[src/hw/rtl/five_number_summary_tukey_core_defines.svh]
// ----------------------------------------------------------------------------
// five number summary core: assertion macros
// implication forms used by the rtl, empty when SYNTH is set
// ----------------------------------------------------------------------------
`ifndef FIVE_NUMBER_SUMMARY_TUKEY_CORE_DEFINES_SVH
`define FIVE_NUMBER_SUMMARY_TUKEY_CORE_DEFINES_SVH
`ifndef SYNTH
`define FNST_ASSERT_IMP(lbl, clk, rst, ante, cons) \
  lbl: assert property (@(posedge clk) disable iff (rst) (ante) |-> (cons)) \
    else $error("assertion failed");
`define FNST_ASSERT_NXT(lbl, clk, rst, ante, cons) \
  lbl: assert property (@(posedge clk) disable iff (rst) (ante) |=> (cons)) \
    else $error("assertion failed");
`else
`define FNST_ASSERT_IMP(lbl, clk, rst, ante, cons)
`define FNST_ASSERT_NXT(lbl, clk, rst, ante, cons)
`endif
`endif

[src/hw/rtl/fnst_queue.sv]
// ----------------------------------------------------------------------------
// fnst_queue
// two entry command queue between front and back
// ----------------------------------------------------------------------------
module fnst_queue #(
  parameter int W = 66
) (
  input  logic         clk,
  input  logic         rst,
  input  logic         push,
  input  logic [W-1:0] push_data,
  output logic         not_full,
  input  logic         pop,
  output logic         not_empty,
  output logic [W-1:0] pop_data
);
  logic [W-1:0] slot [2];
  logic         wp;
  logic         rp;
  logic [1:0]   fill;

  assign not_full  = fill != 2'd2;
  assign not_empty = fill != 2'd0;
  assign pop_data  = slot[rp];

  always_ff @(posedge clk) begin
    if (rst) begin
      wp   <= 1'b0;
      rp   <= 1'b0;
      fill <= 2'd0;
    end else begin
      if (push) wp <= ~wp;
      if (pop)  rp <= ~rp;
      fill <= fill + {1'b0, push} - {1'b0, pop};
    end
  end

  always_ff @(posedge clk) begin
    if (push) slot[wp] <= push_data;
  end
endmodule

[config.mk]
export PLATFORM = sky130hd
export DESIGN_NAME = fnst_queue
export DESIGN_NICKNAME = d
export VERILOG_FILES = /design/src/hw/rtl/five_number_summary_tukey_core_defines.svh /design/src/hw/rtl/fnst_queue.sv
export SDC_FILE = /design/constraint.sdc
export NUM_CORES = 1
export LEC_CHECK = 0
export BUFFER_PORTS_ARGS = -buffer_cell sky130_fd_sc_hd__buf_2
export CAP_MARGIN = 40
export CORE_MARGIN = 2
export CORE_UTILIZATION = 56
export DETAILED_ROUTE_END_ITERATION = 16
export GPL_TIMING_DRIVEN = 0
export PLACE_DENSITY = 0.84
export REMOVE_ABC_BUFFERS = 1
export SLEW_MARGIN = 20
export SYNTH_ARGS = -nofsm -noshare
export SYNTH_HDL_FRONTEND = slang
export SYNTH_SLANG_ARGS = --single-unit
export TNS_END_PERCENT = 50
[constraint.sdc]
create_clock -name clk -period 6 [get_ports clk]
set_input_delay 0.3 -clock clk [delete_from_list [all_inputs] [get_ports clk]]
set_output_delay 0.3 -clock clk [all_outputs]
set_load 0.01 [all_outputs]
==> results.json <==
{
  "layout_worst_path_cycle_share": 0.3991,
  "holdWs_ps": 129.2,
  "layoutNonFillerInstCount": 566,
  "setup_slack_ps": 3606,
  "cp_slowest_stage_delay_ps": 770,
  "area_delta_synth_final_pct": 43.04,
  "holdPathStages": 3,
  "synth_top_cell_by_area": "edfxtp_1",
  "path_class": "flop to output port",
  "hold_buffers": 67,
  "worstSetupStartpointType": "flop",
  "p_per_area_nw_per_um2": 350.7,
  "path_depth": 3,
  "grt.overflow.total": 0,
  "hold_start": "pop",
  "synth_cell_type_count": 15,
  "finalSetupTns_ps": 0,
  "port_buffers": 137,
  "track_usage": 0.2136,
  "fin_skew_ps": 6.493,
  "root_buffer": "clkbuf_8",
  "die_area_um2": 9961,
  "synth_cells": 226,
  "drtIter0Drc": 150,
  "tritoncts": "done",
  "ys_ff_latch": 137,
  "max_clock_freq_mhz": 417.6,
  "layout_common_cells": "137 x buf_2, 132 x edfxtp_1, 67 x dlygate4sd3_1",
  "vias": 2860,
  "start_util": 0.5837,
  "fp.dieH_um": 99.81,
  "peakVddDrop_v": 0.0002451,
  "ant_nets": 0,
  "r2r_end": "slot[0][13]",
  "ys_async_sr_fraction": 0,
  "finalSetupViolations": 0,
  "power.leakage_nw": 2.935,
  "seq_area_frac_synth": 0.7907,
  "clock_path_buffers": 2,
  "path_cells": "buf_12, mux2_2, buf_2",
  "timing.final.crit_period_ps": 2394,
  "pre_cts_ws_ps": 4103,
  "reg2reg_slack_ps": 4400,
  "outcome": "finished, final reports clean",
  "synth_edf_count": 132,
  "rsz0062_at_grt": "false",
  "finalHoldViolCount": 0,
  "power_mw": 2.578,
  "path_buf_inv": 2,
  "io_pins": 138,
  "hp-class": "input pin to flop",
  "syn_avg_cell_area_um2": 22.74,
  "clkLatencyLatePin_ps": 490,
  "cts_buffers": 17,
  "rows": 34,
  "drt_first_pass_iters": 4,
  "dp_cells": 469,
  "dpl.hpwl_um": 5765,
  "cts_resized": 0,
  "wl_per_cell_um": 18.49,
  "max-cap-violations": 0,
  "slowest_stage": "dfxtp_4",
  "layout_commonest_cell": "buf_2",
  "drive_gt1_frac": 0.5262,
  "grt_max_degree": 50,
  "worstMarginPinSlew_ps": 641.3,
  "antenna_cells": 0,
  "viasPerCell": 5.053,
  "post_cts_buffers": 0,
  "first_global_vias": 3141,
  "layout.nets": 519,
  "slew_violations": 0,
  "core-area_um2": 8806,
  "fp.dieW_um": 99.81,
  "synthFlopType": "edfxtp_1",
  "critPathTopFamily": "flip-flops",
  "yosys_warnings": 0,
  "rr_worst_depth": 3,
  "htreeDepth": 4,
  "clock-sinks": 137,
  "end_kind": "output port",
  "arrival_ps": 2090,
  "synth_area_um2": 5140,
  "synth_top_area_frac": 0.7712,
  "relSlewSlack": 0.5725,
  "synthTopCellsByArea": "edfxtp_1 77%, mux2_4 12%, mux2_2 5.7%",
  "antenna_found_initial": 0,
  "timing.rr.start": "wp",
  "path_clk_slew_ps": 60,
  "wirelength_um": 10470,
  "drc_errors": 0,
  "gp_congestion": 0.6597,
  "grt_pass1_wl_um": 15500,
  "crit_required_ps": 5700,
  "worstPathMaxFanout": 39
}
-- through the flow --
step / utilization / instance area [um^2]
5_1_grt: 0.8349 / 7352
4_1_cts: 0.8349 / 7352
6_report: 0.8349 / 7352
2_1_floorplan: - / 5074
3_5_place_dp: 0.6857 / 6038
3_3_place_gp: 0.6694 / 5894
-- routing by layer --
metal	track usage	up-vias	part of all wire
met3	0.07591	10	0.062
met5	0	-	0
met2	0.3960	109	0.55
met4	0.06849	0	0.0095
li1	-	1337	-
met1	0.2265	1404	0.37
-- sequential cells by signal, indices dropped and copies added (netlist names), named ones only --
signal and flops:
rp 1, wp 1, slot 132, fill 2
-- worst max path at each step --
stage,start,end,slack [ps]
4_1_cts,flop,pop_data[17],3570
5_1_grt,flop,pop_data[1],3480
6_report,flop,pop_data[1],3610
2_1_floorplan,wp,slot[0][0],2240
3_5_place_dp,flop,pop_data[17],4100
3_3_place_gp,push,slot[0][29],600
-- synthesized netlist by cell type (2+ instances only) --
master,instances
edfxtp_1,132
mux2_4,40
mux2_2,26
buf_6,5
dfxtp_1,5
nor2_1,4
buf_2,2
ha_1,2
inv_1,2
nor2b_1,2
xnor2_1,2
-- kinds of logic (layout without fill, tap and decap cells) --
| logic type | Yosys count | count (layout) | synth area share |
|---|---|---|---|
| buffers and inverters | 9 | 241 | 0.01436 |
| XOR/XNOR | 3 | 3 | 0.007790 |
| flip-flops | 137 | 137 | 0.7907 |
| multiplexers | 66 | 66 | 0.1738 |
| AND/OR/NAND/NOR | 9 | 9 | 0.008520 |
| adder cells (fa/ha/maj) | 2 | 2 | 0.004868 |
-- layout make-up --
type	count	area [um^2]
Clock buffer	18	417.9
Clock inverter	12	225.2
Fill cell	408	1454
Inverter	2	7.507
Multi-Input combinational cell	80	1012
Sequential cell	137	4068
Tap cell	108	135.1
Timing Repair Buffer	209	1486
-- where the power goes --
part           leakage (nW)  switching [mW]  total [mW]  internal, mW
Clock                 0.315           0.374        1.13         0.755
Sequential             1.28          0.0316        1.15          1.12
Combinational          1.34           0.130       0.301         0.171
Total                  2.93           0.535        2.58          2.04
-- tightest hold or removal path, delay by kind of cell --
family,cells,cell delay (ps)
xor gates and xnor gates,1,90
buffers and inverters,1,120
and+or+nand+nor,1,80
No activity file was read; power rests on OpenSTA's default activity.
