$ cat src/hw/rtl/five_number_summary_tukey_core_defines.svh
// ----------------------------------------------------------------------------
// five number summary core: assertion macros
// implication forms used by the rtl, empty when SYNTH is set
// ----------------------------------------------------------------------------
`ifndef FIVE_NUMBER_SUMMARY_TUKEY_CORE_DEFINES_SVH
`define FIVE_NUMBER_SUMMARY_TUKEY_CORE_DEFINES_SVH
`ifndef SYNTH
`define FNST_ASSERT_IMP(lbl, clk, rst, ante, cons) \
  lbl: assert property (@(posedge clk) disable iff (rst) (ante) |-> (cons)) \
    else $error("assertion failed");
`define FNST_ASSERT_NXT(lbl, clk, rst, ante, cons) \
  lbl: assert property (@(posedge clk) disable iff (rst) (ante) |=> (cons)) \
    else $error("assertion failed");
`else
`define FNST_ASSERT_IMP(lbl, clk, rst, ante, cons)
`define FNST_ASSERT_NXT(lbl, clk, rst, ante, cons)
`endif
`endif

$ cat src/hw/rtl/fnst_pkg.sv
// ----------------------------------------------------------------------------
// fnst_pkg
// shared types and constants of the five number summary core
// ----------------------------------------------------------------------------
package fnst_pkg;

  localparam int SAMPLE_W = 32;
  localparam int HINGE_W  = 34;
  localparam int MEAN_W   = 40;

  // rank selector slots
  localparam int N_RANKS  = 8;
  localparam int RK_MIN   = 0;
  localparam int RK_LO_A  = 1;
  localparam int RK_LO_B  = 2;
  localparam int RK_MED_A = 3;
  localparam int RK_MED_B = 4;
  localparam int RK_UP_A  = 5;
  localparam int RK_UP_B  = 6;
  localparam int RK_MAX   = 7;

  typedef enum logic [2:0] {
    B_IDLE,
    B_PREP_MAG,
    B_PREP_NUM,
    B_SCAN,
    B_DRAIN,
    B_UPDATE,
    B_FINISH
  } back_state_t;

endpackage

$ cat src/hw/rtl/fnst_if.sv
// ----------------------------------------------------------------------------
// fnst channel interfaces
// sample input, summary output and mode register write channels
// ----------------------------------------------------------------------------
interface fnst_in_if;
  logic                      valid;
  logic                      ready;
  logic [fnst_pkg::SAMPLE_W-1:0] sample;
  logic                      has_sample;
  logic                      last;
  modport source (output valid, sample, has_sample, last, input ready);
  modport sink   (input valid, sample, has_sample, last, output ready);
endinterface


$ cat src/hw/rtl/fnst_front.sv
// ----------------------------------------------------------------------------
// fnst_front
// takes sample items, writes the store, keeps count, sum and drop flag
// ----------------------------------------------------------------------------
module fnst_front #(
  parameter int MAX_SAMPLES = 1024,
  parameter int AW = 10,
  parameter int CW = 11,
  parameter int SW = 43
) (
  input  logic                clk,
  input  logic                rst,
  fnst_in_if.sink             in_ch,
  output logic                wr_en,
  output logic [AW-1:0]       wr_addr,
  output logic [31:0]         wr_data,
  output logic                cmd_push,
  output logic [2*CW+SW:0]    cmd_data,
  input  logic                cmd_room,
  input  logic                set_done
);
  import fnst_pkg::*;

  logic          busy;
  logic [CW-1:0] count, count_next;
  logic [SW-1:0] raw_sum, raw_sum_next;
  logic [CW-1:0] neg_count, neg_count_next;
  logic          dropped, dropped_next;
  logic          acc;
  logic          keep;

  assign in_ch.ready = !busy && cmd_room;
  assign acc  = in_ch.valid && in_ch.ready;
  assign keep = in_ch.has_sample && (count < CW'(MAX_SAMPLES));

  assign wr_en   = acc && keep;
  assign wr_addr = count[AW-1:0];
  assign wr_data = in_ch.sample;

  always_comb begin
    count_next     = count + CW'(keep);
    raw_sum_next   = raw_sum + (keep ? SW'(in_ch.sample) : '0);
    neg_count_next = neg_count + CW'(keep && in_ch.sample[SAMPLE_W-1]);
    dropped_next   = dropped || (in_ch.has_sample && !keep);
  end

  assign cmd_push = acc && in_ch.last;
  assign cmd_data = {dropped_next, neg_count_next, raw_sum_next, count_next};

  always_ff @(posedge clk) begin
    if (rst) begin
      busy      <= 1'b0;
      count     <= '0;
      raw_sum   <= '0;
      neg_count <= '0;
      dropped   <= 1'b0;
    end else begin
      if (set_done) busy <= 1'b0;
      if (acc) begin
        if (in_ch.last) begin
          busy      <= 1'b1;
          count     <= '0;
          raw_sum   <= '0;
          neg_count <= '0;
          dropped   <= 1'b0;
        end else begin
          count     <= count_next;
          raw_sum   <= raw_sum_next;
          neg_count <= neg_count_next;
          dropped   <= dropped_next;
        end
      end
    end
  end
endmodule

$ cat src/flat_wrapper.sv
// flat-port wrapper written by rule: the top's interface ports become plain ports
module fnst_front_flat import fnst_pkg::*;
#(
  parameter int MAX_SAMPLES = 1024,
  parameter int AW = 10,
  parameter int CW = 11,
  parameter int SW = 43
)
  (clk, rst, wr_en, wr_addr, wr_data, cmd_push, cmd_data, cmd_room, set_done, in_ch_valid, in_ch_sample, in_ch_has_sample, in_ch_last, in_ch_ready);
  fnst_in_if in_ch_i ();
  input  logic clk;
  input  logic rst;
  output logic wr_en;
  output logic [AW-1:0] wr_addr;
  output logic [31:0] wr_data;
  output logic cmd_push;
  output logic [2*CW+SW:0] cmd_data;
  input  logic cmd_room;
  input  logic set_done;
  input wire logic [$bits(in_ch_i.valid)-1:0] in_ch_valid;
  input wire logic [$bits(in_ch_i.sample)-1:0] in_ch_sample;
  input wire logic [$bits(in_ch_i.has_sample)-1:0] in_ch_has_sample;
  input wire logic [$bits(in_ch_i.last)-1:0] in_ch_last;
  output wire logic [$bits(in_ch_i.ready)-1:0] in_ch_ready;
  assign in_ch_i.valid = in_ch_valid;
  assign in_ch_i.sample = in_ch_sample;
  assign in_ch_i.has_sample = in_ch_has_sample;
  assign in_ch_i.last = in_ch_last;
  assign in_ch_ready = in_ch_i.ready;
  fnst_front #(.MAX_SAMPLES(MAX_SAMPLES), .AW(AW), .CW(CW), .SW(SW)) u_core (.clk(clk), .rst(rst), .in_ch(in_ch_i), .wr_en(wr_en), .wr_addr(wr_addr), .wr_data(wr_data), .cmd_push(cmd_push), .cmd_data(cmd_data), .cmd_room(cmd_room), .set_done(set_done));
endmodule
$ cat config.mk
export PLATFORM = sky130hd
export DESIGN_NAME = fnst_front_flat
export DESIGN_NICKNAME = d
export VERILOG_FILES = /design/src/hw/rtl/five_number_summary_tukey_core_defines.svh /design/src/hw/rtl/fnst_pkg.sv /design/src/hw/rtl/fnst_if.sv /design/src/hw/rtl/fnst_front.sv /design/src/flat_wrapper.sv
export SDC_FILE = /design/constraint.sdc
export NUM_CORES = 1
export LEC_CHECK = 0
export BUFFER_PORTS_ARGS = -buffer_cell sky130_fd_sc_hd__buf_2
export CORE_ASPECT_RATIO = 2
export CORE_MARGIN = 2
export CORE_UTILIZATION = 30
export DETAILED_ROUTE_END_ITERATION = 8
export PLACE_DENSITY = 0.62
export SYNTH_ARGS = -nofsm -noshare
export SYNTH_HDL_FRONTEND = slang
export SYNTH_SLANG_ARGS = --single-unit
export TNS_END_PERCENT = 50
$ cat constraint.sdc
create_clock -name clk -period 12.3 [get_ports clk]
set_clock_uncertainty 0.05 [all_clocks]
set_input_delay 1.845 -clock clk [delete_from_list [all_inputs] [get_ports clk]]
set_output_delay 1.845 -clock clk [all_outputs]
set_load 0.01 [all_outputs]
==> reports/results.tsv <==
stage	metric	value	unit
clocking	Clock Root Buffer	clkbuf_16	
global_routing	overall routing resource usage	16.6	%
floorplan	Initial Utilization	30.5	%
floorplan	Die Span Y	191	microns
synth	most common flop cell mapped by yosys	dfxtp_1	
sta	setup tns final	0	ns
place	Port Buffer Count	149	
synth	Syn Std Cell Area	5240	sq um
setup_path	Crit Path Class	primary input to primary output	
detailed_routing	drt via density	5.27	
sta	fmax	139	MHz
setup_path	CP peak stage delay	0.47	ns
sta	Hold WS	0.417	ns
flow_run	Max Cap Violations	0	
detailed_routing	Iteration-0 DRC Markers	239	
detailed_routing	routed len/inst	16.1	microns
clocking	Num CTS Buffers	9	
sta	Rel. slew slack	29.1	%
power_and_ir_drop	Net Sw Frac	27.0	%
layout	ratio of cells with drive above 1 in the final layout	23.1	%
layout	Synth-to-Final Area Change	17.7	%
power_and_ir_drop	Seq pwr share	37.0	%
sta	minimum clock period	7.20	ns
clocking	post-CTS setup repair buffer count	0	
clocking	CTS tree	done	
power_and_ir_drop	IR Drop Worst-Case VDD	52.2	uV
floorplan	Die X	97.4	microns
synth	syn_nets	746	
setup_path	crit path cell chain	buf_2 -> nor2b_2 -> buf_4 -> and2_1 -> ha_1 -> fa_1 -> a21o_1 -> and3_1 -> o311ai_1 -> a2111o_1 -> a211o_1 -> and2_1 -> nor2_1 -> xor2_1 -> buf_2	
synth	Post-synth ARST share	0	%
clocking	H-Tree Depth	3	
clocking	CTS resizes	0	
sta	Slew @ Worst Pin	1.06	ns
run_status	status	complete, no violations	
layout	Finished Cell Area	6160	sq um
global_routing	pin count of the biggest net entering global routing	58	
setup_path	R2R Setup Slk	8.46	ns
global_routing	grt total ovfl	0	
floorplan	Floorplan Core Area	17200	sq um
synth	post-synthesis sequential area ratio	25.6	%
global_routing	antenna violations before repair	0	
setup_path	crit end category	primary output	
layout	Final nets	834	
setup_path	Largest delay share family, worst path	simple AND/OR/NAND/NOR gates	
clocking	# clock sinks	67	
detailed_routing	drt drc	0	
synth	Ys Warns	0	
setup_path	CP max FO	34	
clocking	CTS clk-pin slew, worst paths	0.06	ns
synth	average cell area after synthesis	7.82	sq um
synth	post-synth cell types	58	
setup_path	slowest CP cell	and2_1	
place	Placed Area	5830	sq um
synth	synthesized flop and latch total	67	
power_and_ir_drop	Psw	0.000162	W
hold_path	Hold Crit Class	flip-flop to flip-flop	
global_routing	first-pass GRT wire length	25.0	mm
synth	Synth Instances	670	
floorplan	# IOs	150	
global_routing	vias in the first global route	4932	
sta	Slew Limit Fails	0	
sta	RSZ-0062 raised after global routing	no	
floorplan	die footprint	18600	sq um
setup_path	WP data arrival	5.31	ns
clocking	CTS hold repair buffers	0	
setup_path	CP Launch Type	primary input	
clocking	Clk Latency, worst-skew pair	0.33	ns
setup_path	CP required	10.40	ns
sta	# setup viols final	0	
floorplan	std cell rows	68	
sta	Fin. Hold Viols	0	
detailed_routing	Vias	5129	
power_and_ir_drop	combinational share of power	15.5	%
place	GP Congestion	0.926	
setup_path	Buffers & Inverters on Critical Path	3	
sta	period utilization	58.6	%
place	Post-DP HPWL	11.9	mm
power_and_ir_drop	Clock Power Share	47.6	%
power_and_ir_drop	Power Internal	0.000436	W
power_and_ir_drop	LEAKAGE	2.97	nW
layout	diode count	0	
synth	EDFF count, synth	0	
detailed_routing	Total Routed Length	15.7	mm
power_and_ir_drop	PD cells	97.1	nW/um^2
detailed_routing	First-pass DRT Iterations	4	
clocking	CTS max path bufs	2	
detailed_routing	Routed Antenna Nets	0	
==> registers in the layout, summed over array words and instances (netlist names) <==
name	count
u_core.raw_sum	43
u_core.count	11
u_core.neg_count	11
u_core.busy	1
u_core.dropped	1
==> power groups by stage <==
| stage | registers [W] | clock network, W | logic (W) |
|---|---|---|---|
| 6_report | 0.000221 | 0.000284 | 0.0000925 |
| 2_1_floorplan | 0.000226 | 0 | 0.0000634 |
| 4_1_cts | 0.000221 | 0.000292 | 0.0000940 |
| 3_3_place_gp | 0.000226 | 0 | 0.0000931 |
| 5_1_grt | 0.000221 | 0.000300 | 0.000102 |
| 3_5_place_dp | 0.000226 | 0 | 0.0000933 |
==> stage by stage <==
step / total power [W] / utilization [%] / std cells / setup WS [ns]
after detailed placement: 0.000319 / 33.9 / 957 / 5.07
after CTS: 0.000607 / 35.9 / 973 / 5.05
after global placement: 0.000319 / 33.9 / 957 / 5.13
final: 0.000598 / 35.9 / 973 / 5.10
after floorplan: 0.000289 / - / 670 / 5.64
after global routing: 0.000623 / 35.9 / 973 / 4.70
==> layout make-up <==
cell class,count,area (sq um)
clock inverter,6,88.8
fill,1876,11000
timing repair buffer,154,783
clock buffer,10,239
sequential,67,1340
inverter,7,26.3
multi-input combinational,519,3420
tap,210,263
==> worst min-delay path, cell delays in order (launching register included) <==
cell and delay (ns):
dfxtp_1 0.31, nand2_1 0.06, a21oi_1 0.05
==> metal layers <==
metal	part of all wire (%)	up-vias	wire, microns	global-route usage, %
met2	55	162	8620	31.8
li1	-	2555	-	-
met4	2.7	0	430	7.26
met3	4.8	29	749	2.16
met1	37	2383	5870	17.7
met5	0	-	0	0
==> Yosys cell counts, types with 2 or more instances <==
| library cell | instances | area [sq um] |
|---|---|---|
| nor3_1 | 9 | 45.0 |
| a31oi_1 | 8 | 50.1 |
| o21a_1 | 4 | 30.0 |
| a21o_1 | 12 | 90.1 |
| xor2_1 | 31 | 272 |
| nand4_1 | 7 | 43.8 |
| a21oi_1 | 46 | 230 |
| o311ai_1 | 2 | 17.5 |
| a22oi_1 | 31 | 233 |
| buf_4 | 43 | 323 |
| nand2_1 | 46 | 173 |
| a221o_1 | 2 | 20.0 |
| a31o_2 | 2 | 17.5 |
| and3_1 | 19 | 119 |
| nor2_1 | 77 | 289 |
| a41oi_1 | 2 | 17.5 |
| inv_1 | 7 | 26.3 |
| and2_1 | 38 | 238 |
| or3_1 | 3 | 18.8 |
| or4_1 | 3 | 22.5 |
| dfxtp_1 | 67 | 1340 |
| nor2b_1 | 9 | 56.3 |
| o21ai_0 | 28 | 140 |
| o211ai_1 | 10 | 75.1 |
| clkbuf_1 | 31 | 116 |
| xnor2_1 | 26 | 228 |
| nand3_1 | 19 | 95.1 |
| a22o_1 | 14 | 123 |
| ha_1 | 36 | 450 |
| o41ai_1 | 3 | 26.3 |
| a211oi_1 | 4 | 30.0 |
| o21bai_1 | 4 | 30.0 |
| a211o_1 | 2 | 17.5 |
==> final timing paths <==
| check | from | depth (start not counted) | to |
|---|---|---|---|
| setup / recovery | in_ch_has_sample | 15 | cmd_data[45] |
| hold / removal | u_core.raw_sum[2] | 2 | u_core.raw_sum[2] |
| setup reg to reg | u_core.count[10] | 12 | u_core.raw_sum[38] |
| hold reg to reg | u_core.raw_sum[2] | 2 | u_core.raw_sum[2] |
==> logic make-up (layout without fill, tap and decap cells) <==
family,Yosys count,in the layout,share of synthesized area (%)
flip-flops,67,67,25.6
XOR/XNOR,57,57,9.53
AO/OA/AOI/OAI,187,187,24.3
adder cells (fa/ha/maj),37,37,8.98
buffers and inverters,84,177,9.15
AND/OR/NAND/NOR,237,237,22.2
multiplexers,1,1,0.191
==> cell usage in the layout (no fill, tap or decap), types with 3 or more instances in the layout <==
cell       instances
o21bai_1           4
inv_1              7
a211oi_1           4
nand4_1            7
xor2_1            31
or3_1              3
nand3_1           19
and3_1            19
dfxtp_1           67
a22oi_1           31
a21oi_1           46
nor2_1            76
clkbuf_16          9
o21a_1             4
nand2_1           46
xnor2_1           26
o21ai_0           28
buf_4              5
a21o_1            12
nor3_1             9
a22o_1            14
buf_2            149
ha_1              36
o41ai_1            3
o211ai_1          10
nor2b_1            8
or4_1              3
a31oi_1            8
and2_1            38
Note: power is estimated with default switching activity, not from simulation.
